===== src/rtl/core/nppcm_pkg.sv =====
`timescale 1ns / 1ps
// ----------------------------------------------------------------------------
// Nearest palette colour match: shared package
// Widths, the palette contents and the record that moves along the cell chain.
// ----------------------------------------------------------------------------
package nppcm_pkg;

	// Field widths.
	localparam int PIX_W  = 8;
	localparam int IDX_W  = 4;
	localparam int FREQ_W = 14;

	// Number of palette entries in use (1 to 16); entries past fourteen are black.
	localparam int PALETTE_SIZE = 14;

	// Arithmetic widths of the redmean distance.
	localparam int RSUM_W = PIX_W + 1;      // sum of two red values
	localparam int SQ_W   = 2 * PIX_W;      // square of a channel difference
	localparam int WT_W   = 11;             // red or blue weight, 1024..1534
	localparam int PROD_W = WT_W + SQ_W;    // one weighted term
	localparam int DIST_W = PROD_W + 2;     // sum of three weighted terms

	localparam logic [WT_W-1:0] RED_WT_BASE  = WT_W'(1024);
	localparam logic [WT_W-1:0] BLUE_WT_BASE = WT_W'(1534);
	localparam int              GREEN_SHIFT  = 11;   // green weight is 2048

	// Larger than any real distance, so the first cell always takes its entry.
	localparam logic [DIST_W-1:0] DIST_MAX = '1;

	// One palette entry.
	typedef struct packed {
		logic [PIX_W-1:0]  red;
		logic [PIX_W-1:0]  green;
		logic [PIX_W-1:0]  blue;
		logic [FREQ_W-1:0] freq;
	} entry_t;

	// Record handed from one cell to the next.
	typedef struct packed {
		logic              valid;
		logic [PIX_W-1:0]  red;
		logic [PIX_W-1:0]  green;
		logic [PIX_W-1:0]  blue;
		logic [DIST_W-1:0] best_dist;
		logic [IDX_W-1:0]  best_idx;
	} chain_t;

	// Fixed palette: colour and note frequency in hundredths of a hertz.
	function automatic entry_t palette_entry(input logic [IDX_W-1:0] idx);
		entry_t e;
		case (idx)
			4'd0:    e = '{8'd255, 8'd255, 8'd255, 14'd0};
			4'd1:    e = '{8'd0,   8'd0,   8'd0,   14'd0};
			4'd2:    e = '{8'd255, 8'd0,   8'd128, 14'd5500};
			4'd3:    e = '{8'd128, 8'd0,   8'd255, 14'd6174};
			4'd4:    e = '{8'd0,   8'd0,   8'd255, 14'd9250};
			4'd5:    e = '{8'd0,   8'd128, 8'd255, 14'd6930};
			4'd6:    e = '{8'd0,   8'd255, 8'd255, 14'd10383};
			4'd7:    e = '{8'd0,   8'd255, 8'd128, 14'd7778};
			4'd8:    e = '{8'd0,   8'd255, 8'd0,   14'd5827};
			4'd9:    e = '{8'd128, 8'd255, 8'd0,   14'd8731};
			4'd10:   e = '{8'd255, 8'd255, 8'd0,   14'd6541};
			4'd11:   e = '{8'd255, 8'd128, 8'd0,   14'd9800};
			4'd12:   e = '{8'd255, 8'd0,   8'd0,   14'd7342};
			4'd13:   e = '{8'd255, 8'd0,   8'd255, 14'd8241};
			default: e = '{8'd0,   8'd0,   8'd0,   14'd0};
		endcase
		return e;
	endfunction

	// Absolute difference of two channel values.
	function automatic logic [PIX_W-1:0] abs_diff(input logic [PIX_W-1:0] a,
			input logic [PIX_W-1:0] b);
		return (a >= b) ? (a - b) : (b - a);
	endfunction

endpackage


===== src/rtl/core/nppcm_cell.sv =====
`timescale 1ns / 1ps
// ----------------------------------------------------------------------------
// Nearest palette colour match: one comparison cell
// Holds one palette entry, computes the redmean distance of the passing pixel
// over three stages and hands the pixel and the running best to the next cell.
// ----------------------------------------------------------------------------
module nppcm_cell (
	input  logic                          clk,
	input  logic                          arst_n,
	input  logic                          en,
	input  nppcm_pkg::entry_t             entry,
	input  logic [nppcm_pkg::IDX_W-1:0]   entry_idx,
	input  nppcm_pkg::chain_t             prev,
	output nppcm_pkg::chain_t             next
);
	import nppcm_pkg::*;

	logic              valid_s1, valid_s2, valid_s3;
	logic [PIX_W-1:0]  red_s1, green_s1, blue_s1;
	logic [PIX_W-1:0]  red_s2, green_s2, blue_s2;
	logic [PIX_W-1:0]  red_s3, green_s3, blue_s3;
	logic [DIST_W-1:0] best_dist_s1, best_dist_s2, best_dist_s3;
	logic [IDX_W-1:0]  best_idx_s1, best_idx_s2, best_idx_s3;
	logic [RSUM_W-1:0] rsum_s1;
	logic [SQ_W-1:0]   dr2_s1, dg2_s1, db2_s1;
	logic [PROD_W-1:0] wr_s2, wg_s2, wb_s2;

	logic [PIX_W-1:0]  dr, dg, db;
	logic [RSUM_W-1:0] rsum;
	logic [WT_W-1:0]   red_wt, blue_wt;
	logic [DIST_W-1:0] cand_dist;

	// Stage one: channel differences and their squares.
	assign dr   = abs_diff(prev.red, entry.red);
	assign dg   = abs_diff(prev.green, entry.green);
	assign db   = abs_diff(prev.blue, entry.blue);
	assign rsum = {1'b0, prev.red} + {1'b0, entry.red};

	// Stage two weights depend on the red sum.
	assign red_wt  = RED_WT_BASE + WT_W'(rsum_s1);
	assign blue_wt = BLUE_WT_BASE - WT_W'(rsum_s1);

	// Stage three: total distance.
	assign cand_dist = DIST_W'(wr_s2) + DIST_W'(wg_s2) + DIST_W'(wb_s2);

	// Valid bits of the three stages.
	always_ff @(posedge clk or negedge arst_n) begin
		if (!arst_n) begin
			valid_s1 <= 1'b0;
			valid_s2 <= 1'b0;
			valid_s3 <= 1'b0;
		end else if (en) begin
			valid_s1 <= prev.valid;
			valid_s2 <= valid_s1;
			valid_s3 <= valid_s2;
		end
	end

	// Payload of the three stages.
	always_ff @(posedge clk) begin
		if (en) begin
			red_s1       <= prev.red;
			green_s1     <= prev.green;
			blue_s1      <= prev.blue;
			best_dist_s1 <= prev.best_dist;
			best_idx_s1  <= prev.best_idx;
			rsum_s1      <= rsum;
			dr2_s1       <= SQ_W'({8'b0, dr} * {8'b0, dr});
			dg2_s1       <= SQ_W'({8'b0, dg} * {8'b0, dg});
			db2_s1       <= SQ_W'({8'b0, db} * {8'b0, db});

			red_s2       <= red_s1;
			green_s2     <= green_s1;
			blue_s2      <= blue_s1;
			best_dist_s2 <= best_dist_s1;
			best_idx_s2  <= best_idx_s1;
			wr_s2        <= PROD_W'({{SQ_W{1'b0}}, red_wt} * {{WT_W{1'b0}}, dr2_s1});
			wg_s2        <= PROD_W'(dg2_s1) << GREEN_SHIFT;
			wb_s2        <= PROD_W'({{SQ_W{1'b0}}, blue_wt} * {{WT_W{1'b0}}, db2_s1});

			red_s3       <= red_s2;
			green_s3     <= green_s2;
			blue_s3      <= blue_s2;
			// Strict less-than keeps the earlier entry on a tie.
			if (cand_dist < best_dist_s2) begin
				best_dist_s3 <= cand_dist;
				best_idx_s3  <= entry_idx;
			end else begin
				best_dist_s3 <= best_dist_s2;
				best_idx_s3  <= best_idx_s2;
			end
		end
	end

	assign next = '{valid_s3, red_s3, green_s3, blue_s3, best_dist_s3, best_idx_s3};

	// The running best never names an entry further down the chain.
	assert property (@(posedge clk) disable iff (!arst_n)
		valid_s3 |-> best_idx_s3 <= entry_idx)
		else $error("cell best index beyond its own entry");

	// A held pipeline keeps its result.
	assert property (@(posedge clk) disable iff (!arst_n)
		!en |=> $stable(valid_s3) && (!valid_s3 || $stable(best_idx_s3)))
		else $error("cell result changed while held");

	// The running best distance never grows along the chain.
	assert property (@(posedge clk) disable iff (!arst_n)
		en && valid_s2 |=> best_dist_s3 <= $past(best_dist_s2))
		else $error("cell best distance grew");

endmodule


===== config.mk =====
export PLATFORM = sky130hd
export DESIGN_NAME = nppcm_cell
export DESIGN_NICKNAME = d
export VERILOG_FILES = /design/src/rtl/core/nppcm_pkg.sv /design/src/rtl/core/nppcm_cell.sv
export SDC_FILE = /design/constraint.sdc
export NUM_CORES = 1
export LEC_CHECK = 0
export BUFFER_PORTS_ARGS = -buffer_cell sky130_fd_sc_hd__buf_2
export CAP_MARGIN = 0
export CORE_ASPECT_RATIO = 2
export CORE_MARGIN = 3
export CORE_UTILIZATION = 46
export DETAILED_ROUTE_END_ITERATION = 16
export SYNTH_ARGS = -nofsm -noshare
export SYNTH_HDL_FRONTEND = slang
export SYNTH_SLANG_ARGS = --single-unit

===== constraint.sdc =====
create_clock -name clk -period 9.65 [get_ports clk]
set_input_delay 1.4475 -clock clk [delete_from_list [all_inputs] [get_ports clk]]
set_output_delay 1.4475 -clock clk [all_outputs]
set_load 0.1 [all_outputs]

* Word-level counts from Yosys, hierarchy flattened
Cells that the tools add are included.
W data, S select, Z words.
** Storage, ports and cells
- Output and inout port bits :: 58
- Logic and storage cells :: 50
- Register bits :: 301
** Operators by class
- $mul :: 5
- $lt $le $gt $ge :: 4
- Multiplexer cells :: 5
- Add/sub/neg operators :: 11
** Operators by type and width (number)
- $mul A11 B16 Y27 :: 2
- $mul A8 B8 Y16 :: 3
- $sub A8 B8 Y8 :: 6
- $add A28 B27 Y29 :: 1
- $lt A29 B29 Y1 :: 1
- $mux W29 :: 1
- $add A27 B27 Y28 :: 1
- $ge A8 B8 Y1 :: 3
- $mux W8 :: 3
- $add A11 B9 Y11 const A :: 1
- $sub A11 B9 Y11 const A :: 1
- $add A8 B8 Y9 :: 1
- $mux W4 :: 1

* Logic depth before layout (Yosys ltp)
Gate-level depths: netlist (run 1).
- Depth after elaboration :: 4
- Depth in mapped cells :: 27
- Depth with buffers taken out :: 26

* Worst setup path after synthesis (run 1)
Ideal clock, no wire load.
- Path type :: in2reg
- From :: in prev[33] in the netlist's numbering
- To :: reg db2_s1[15], data pin
- Path slack :: 2196 ps
- Stages on the path :: 23
- Library setup time :: 262 ps
- Data arrival time :: 7192 ps
- Cell sequence :: inv_1 -> ha_1 -> inv_1 -> fa_1 -> nand3_1 -> a31oi_1 -> a211oi_4 -> mux2i_1 -> xnor2_1 -> nor2_1 -> fa_1 -> inv_1 -> fa_1 -> fa_1 -> inv_1 -> fa_1 -> ha_1 -> or3_1 -> o21ai_0 -> nor3_1 -> a2111oi_0 -> a21oi_1 -> xor2_1
** Between the ends
- Longest elaborated chain between the ends :: 3
** RTL lines
- start, declared :: line nppcm_cell.sv:13 : input nppcm_pkg::chain_t prev,
- $sub A8 B8 Y8 or $ge A8 B8 Y1 (tied branches) :: line nppcm_pkg.sv:74 : return (a >= b) ? (a - b) : (b - a);
- $mux W8 (*) :: line nppcm_pkg.sv:74
- $mul A8 B8 Y16 (*) :: line nppcm_cell.sv:70 : db2_s1 <= SQ_W'({8'b0, db} * {8'b0, db});
- end signal, assigned :: line nppcm_cell.sv:70
- end, declared :: line nppcm_cell.sv:25 : logic [SQ_W-1:0] dr2_s1, dg2_s1, db2_s1;
Every way passes the cells marked *; elsewhere a longest branch is shown, timed or not.
A chain may end at the register's enable or synchronous reset.

* Final worst setup path (run 1)
- From :: in prev[49] in the netlist's numbering
- To :: reg dr2_s1[15], data pin
** Between the ends
- Longest elaborated chain between the ends :: 3
** RTL lines
- $sub A8 B8 Y8 or $ge A8 B8 Y1 (tied branches) :: line nppcm_pkg.sv:74
- $mux W8 (*) :: line nppcm_pkg.sv:74
- $mul A8 B8 Y16 (*) :: line nppcm_cell.sv:68 : dr2_s1 <= SQ_W'({8'b0, dr} * {8'b0, dr});
- end signal, assigned :: line nppcm_cell.sv:68
- end, declared :: line nppcm_cell.sv:25
Marked as above.

==> out/results.ini, run 1 <==
[die]
num_io_pins=161
die_area_um2=68060
row_count=131
initial_utilization=0.4662
core_area_um2=63920
fp.dieW_um=186.0
die_y_um=366.0

[synthesis]
synth_edf_count=293
ys.flop_type=edfxtp_1
async_reset_ff_frac=0.01014
synth_cell_types=85
yosysSeqAreaShare=0.2977
syn_inst=2834
ys_seq_elements=296
syn_area_um2=29800
syn_avg_cell_area_um2=10.52
yosysWarnings=0

[cts]
clk-insertion-delay-late_ns=0.60
post_cts_buffers=0
cts_tree=built
cts_hold_buf=0
cts_max_path_buffers=3
htreeDepth=1
cts-resized-gates=0
root_buffer=clkbuf_16
clk_pin_slew_worst_paths_ns=0.06
cts_buffers=29
clock-sinks=296

[worst_setup_path]
max_stage_delay_ns=0.62
cpMostUsedCell=fa_1
worstSetupEndpointType=register
worst-path-max-fanout=9
worstSetupStartpointType=input port
path_cells=buf_2 -> inv_1 -> ha_1 -> inv_1 -> fa_1 -> nand3_1 -> nand4_2 -> a221oi_4 -> mux2i_1 -> xor2_1 -> nor2_1 -> fa_1 -> inv_1 -> fa_1 -> fa_1 -> inv_1 -> fa_1 -> ha_1 -> or2_2 -> a21oi_1 -> nor2b_1 -> a211oi_1 -> a21oi_1 -> xor2_1
critPathSlowestCell=xor2_1
critical_path_arrival_ns=7.88
crit_required_ns=9.99
setup.worst_path.class=in2reg

[hold_path]
hold_class=reg2reg

[finish]
nets=3733
layout-drive-gt1-share=0.08972
fillers=5777
syn2layout_area_growth_pct=8.619
final_core_util=0.5064

[global_route]
antenna_found_initial=0
grt_max_degree=166
overflow=0
grt_pass1_wl_um=107800
grt_usage=0.1959
grt_pass1_vias=22518

[placement]
portBuffers=146
globalplace.congestion=0.8637
pre_cts_ws_ns=1.527
hpwl_um=53260

[sta]
fin_tns_setup_ns=0
timing.final.hold_violations=0
rsz0062_at_grt=no
worst_slack_ns=2.118
fmaxAchievable_mhz=132.8
report.final.slew_viol_count=0
relSlewSlack=0.2237
fin_crit_sh=0.7805
worst_clock_skew_ns=0.007777
setup_viol=0
worst_pin_slew_ns=1.160
min_period_ns=7.532

[drt]
drt-initial-drc-count=936
drc=0
wl_um=65800
vias_per_cell=5.386
vias=20331
firstDrtPassIters=7
drtAntennaViolNets=0
post_drt_wl_per_cell_um=17.43

[run]
cap_violations=0

[status]
status=complete, no violations

routing by layer:
metal | wire length, µm | share of wire | GRT usage
met1 | 23190 | 0.35 | 0.1969
met5 | 0 | 0 | 0
met4 | 3388 | 0.051 | 0.08961
met2 | 37110 | 0.56 | 0.3916
met3 | 2117 | 0.032 | 0.01828
state kept, by name, indices dropped and copies added (netlist names), 9 cells and up:
name          cells
best_dist_s1     29
best_dist_s2     29
best_dist_s3     29
wb_s2            27
wr_s2            27
db2_s1           15
dg2_s1           15
wg_s2            15
dr2_s1           14
rsum_s1           9
cell type report:
| cell class | count | area, µm² | share of cell area |
|---|---|---|---|
| Clock inverter | 19 | 234.0 | 0.007228 |
| Multi-Input combinational cell | 2004 | 18920 | 0.5843 |
| Tap cell | 798 | 998.5 | 0.03084 |
| Timing Repair Buffer | 162 | 873.3 | 0.02698 |
| Clock buffer | 33 | 740.7 | 0.02288 |
| Antenna cell | 1 | 2.502 | 0.00007730 |
| Inverter | 462 | 1734 | 0.05357 |
| Sequential cell | 296 | 8874 | 0.2741 |
layout by cell type, fill, tap and decap left out, types with 18 or more instances in the layout:
cell type  count
inv_1        462
ha_1         350
fa_1         325
edfxtp_1     293
nand2_1      209
nor2_1       183
and2_1       159
buf_2        145
a21oi_1      118
xnor2_1       89
o21ai_0       66
nand3_1       44
nor2b_1       40
a21o_1        39
xor2_1        33
nor3_1        30
clkbuf_16     29
and3_1        23
mux2_2        23
o21a_1        22
a31oi_1       18
per-stage QoR:
step	hold slack, ns	cells	cell area (µm²)
2_1_floorplan	0.4003	2845	29840
3_3_place_gp	0.4031	3722	31400
3_5_place_dp	0.4045	3722	31400
4_1_cts	0.4182	3774	32370
5_1_grt	0.4249	3774	32370
6_report	0.4179	3775	32370
critical path: cells and delay by family:
family	cells	cell delay (ns)
adders and majority gates	7	2.83
AOI/OAI and AO/OA	4	1.24
and+or+nand+nor	5	0.94
xor gates and xnor gates	2	0.78
buffers and inverters	5	0.33
muxes	1	0.30
cells in the mapped netlist (14+ instances only):
cell,n,area (µm²)
nand4_1,15,93.84
nand3_1,44,220.2
fa_1,325,6506
inv_1,462,1734
a31oi_1,19,118.9
a211oi_1,17,127.6
a21o_1,39,292.8
a21oi_1,118,590.6
nor3_1,30,150.1
and3_1,23,143.9
nor2_1,183,686.9
xnor2_1,90,788.3
ha_1,350,4379
nor2b_1,40,250.2
clkbuf_1,66,247.7
o21ai_0,66,330.3
o21bai_1,14,105.1
nand2b_1,16,100.1
mux2_2,23,259.0
nand2_1,209,784.5
mux2i_1,16,160.2
edfxtp_1,293,8798
xor2_1,33,289.0
and2_1,159,994.7
o21a_1,22,165.2
kinds of logic after synthesis:
group                      Yosys count  synth area share
DFF                                296            0.2977
xor gates and xnor gates           133           0.04198
other                                2         0.0002520
muxes                               42           0.01520
and+or+nand+nor                    770            0.1280
AOI/OAI and AO/OA                  371           0.08182
adders and majority gates          675            0.3652
buffers and inverters              545           0.06973
worst paths after layout:
check / depth (start not counted) / start / to / slack (ns)
max: 24 / prev[49] / dr2_s1[15]$_DFFE_PP_ / 2.12
min: 0 / best_dist_s1[4]$_DFFE_PP_ / best_dist_s2[4]$_DFFE_PP_ / 0.42
max reg2reg: 17 / rsum_s1[2]$_DFFE_PP_ / wb_s2[23]$_DFFE_PP_ / 2.50
min reg2reg: 0 / best_dist_s1[4]$_DFFE_PP_ / best_dist_s2[4]$_DFFE_PP_ / 0.42
max in group asynchronous: 1 / arst_n / valid_s3$_DFFE_PN0P_ / 8.91
min in group asynchronous: 1 / arst_n / valid_s1$_DFFE_PN0P_ / 0.63
Power of run 1 is left out: the tool's default activity adds up to more than one toggle a clock period on the data nets, which glitch-free logic cannot reach.
==> run 2: changes to the inputs <==
==> constraint.sdc (replaced) <==
create_clock -name clk -period 7.2 [get_ports clk]
set_input_delay 1.08 -clock clk [delete_from_list [all_inputs] [get_ports clk]]
set_output_delay 1.08 -clock clk [all_outputs]
set_load 0.1 [all_outputs]
==> out/results.ini, run 2 (synthesis results as in run 1) <==
[status]
status=complete, no violations  ; unchanged

[die]
core_area_um2=63920  ; unchanged
die_area_um2=68060  ; unchanged
num_io_pins=161  ; unchanged
initial_utilization=0.4662  ; unchanged
fp.dieW_um=186.0  ; unchanged
row_count=131  ; unchanged
die_y_um=366.0  ; unchanged

[global_route]
grt_pass1_vias=22302  ; was 22518
grt_max_degree=83  ; was 166
grt_pass1_wl_um=108000  ; was 107800 µm
overflow=0  ; unchanged
antenna_found_initial=0  ; unchanged
grt_usage=0.1951  ; was 0.1959

[worst_setup_path]
critPathSlowestCell=xnor2_1  ; was xor2_1
cp_num_cells=18  ; was 24
crit_buf_inv=2  ; was 5
critical_path_arrival_ns=7.17  ; was 7.88 ns
cpMostUsedCell=fa_1  ; unchanged
worst-path-max-fanout=10  ; was 9
max_stage_delay_ns=0.96  ; was 0.62 ns
ff2ff_path_depth=18  ; was 17
crit_required_ns=7.55  ; was 9.99 ns
setup.worst_path.class=reg2reg  ; was in2reg
path_cells=ha_1 -> xnor2_1 -> buf_4 -> nand2_1 -> fa_1 -> fa_1 -> inv_1 -> fa_1 -> fa_1 -> fa_1 -> ha_1 -> o21a_1 -> o21ai_1 -> a311oi_1 -> o2111a_1 -> or4b_1 -> a31oi_1 -> xnor2_1  ; was buf_2 -> inv_1 -> ha_1 -> inv_1 -> fa_1 -> nand3_1 -> nand4_2 -> a221oi_4 -> mux2i_1 -> xor2_1 -> nor2_1 -> fa_1 -> inv_1 -> fa_1 -> fa_1 -> inv_1 -> fa_1 -> ha_1 -> or2_2 -> a21oi_1 -> nor2b_1 -> a211oi_1 -> a21oi_1 -> xor2_1
worstSetupEndpointType=register  ; unchanged
worstSetupStartpointType=register  ; was input port
crit_family=adder cells  ; unchanged

[finish]
stdcell_count=3846  ; was 3775
layout-drive-gt1-share=0.1112  ; was 0.08972
syn2layout_area_growth_pct=10.53  ; was 8.619%
largestRegisters=best_dist_s1 x29, best_dist_s2 x29, best_dist_s3 x29  ; unchanged
final_common_cell=inv_1  ; unchanged
fillers=5791  ; was 5777
final_cell_mix=inv_1 (462), ha_1 (350), fa_1 (325), edfxtp_1 (293), nand2_1 (209)  ; unchanged
final_core_util=0.5153  ; was 0.5064
nets=3802  ; was 3733
n_antenna_cell=0  ; was 1

[sta]
worst_clock_skew_ns=0.02980  ; was 0.007777 ns
fmaxAchievable_mhz=146.5
worst_pin_slew_ns=1.232  ; was 1.160 ns
setup_viol=0  ; unchanged
worst_slack_ns=0.3760  ; was 2.118 ns
relSlewSlack=0.1730  ; was 0.2237
rsz0062_at_grt=no  ; unchanged
timing.final.hold_violations=0  ; unchanged
fin_crit_sh=0.9478
report.final.slew_viol_count=0  ; unchanged
min_period_ns=6.824

[drt]
drtAntennaViolNets=0  ; unchanged
drc=0  ; unchanged
vias_per_cell=5.324  ; was 5.386
wl_um=65350  ; was 65800 µm
firstDrtPassIters=5  ; was 7
vias=20477  ; was 20331
drt-initial-drc-count=808  ; was 936
post_drt_wl_per_cell_um=16.99  ; was 17.43 µm

[placement]
pre_cts_ws_ns=-0.1774  ; was 1.527 ns
dpl.cell_count=3790  ; was 3722
portBuffers=146  ; unchanged
hpwl_um=53780  ; was 53260 µm
globalplace.congestion=0.8780  ; was 0.8637

[cts]
cts-resized-gates=0  ; unchanged
htreeDepth=1  ; unchanged
clock-sinks=296  ; unchanged
cts_tree=built  ; unchanged
post_cts_buffers=0  ; unchanged
cts_buffers=30  ; was 29
clk-insertion-delay-late_ns=0.60  ; about the same
root_buffer=clkbuf_16  ; unchanged
cts_max_path_buffers=3  ; unchanged
cts_hold_buf=0  ; unchanged
clk_pin_slew_worst_paths_ns=0.07  ; was 0.06 ns

[hold_path]
hold_class=in2async  ; was reg2reg

[run]
cap_violations=0  ; unchanged

[run 2: final timing paths]
path,from,slack (ns),to
worst max-delay path,rsum_s1[0]$_DFFE_PP_,0.38,wb_s2[26]$_DFFE_PP_
worst min register to register,blue_s2[3]$_DFFE_PP_,0.41,blue_s3[3]$_DFFE_PP_
min in group clk,blue_s2[3]$_DFFE_PP_,0.41,blue_s3[3]$_DFFE_PP_
worst max register to register,rsum_s1[0]$_DFFE_PP_,0.38,wb_s2[26]$_DFFE_PP_
max in group asynchronous,arst_n,6.84,valid_s2$_DFFE_PN0P_
worst min-delay path,arst_n,0.26,valid_s1$_DFFE_PN0P_
[run 2: cell type report]
class / count / area [µm²] / area share
Timing Repair Buffer: 230 / 1384 / 0.04201
Clock buffer: 35 / 769.5 / 0.02336
Sequential cell: 296 / 8874 / 0.2694
Inverter: 462 / 1734 / 0.05264
Clock inverter: 21 / 274.0 / 0.008318
Tap cell: 798 / 998.5 / 0.03031
Multi-Input combinational cell: 2004 / 18910 / 0.5740
[run 2: layer usage]
layer | vias to the layer above | routed length (µm) | global-route usage
li1 | 9747 | - | -
met1 | 10137 | 23140 | 0.1979
met2 | 449 | 37190 | 0.3948
met3 | 144 | 2154 | 0.01768
met4 | 0 | 2859 | 0.07656
met5 | - | 0 | 0
[run 2: metrics by stage]
stage	hold WS (ns)	setup TNS, ns	instance area, µm²
2_1_floorplan	0.4003	0	29840
3_3_place_gp	0.4023	0	31900
3_5_place_dp	0.4045	-0.3974	31900
4_1_cts	0.2155	0	32940
5_1_grt	0.2246	0	32940
6_report	0.2596	0	32940
Power of run 2 is left out for the same reason.
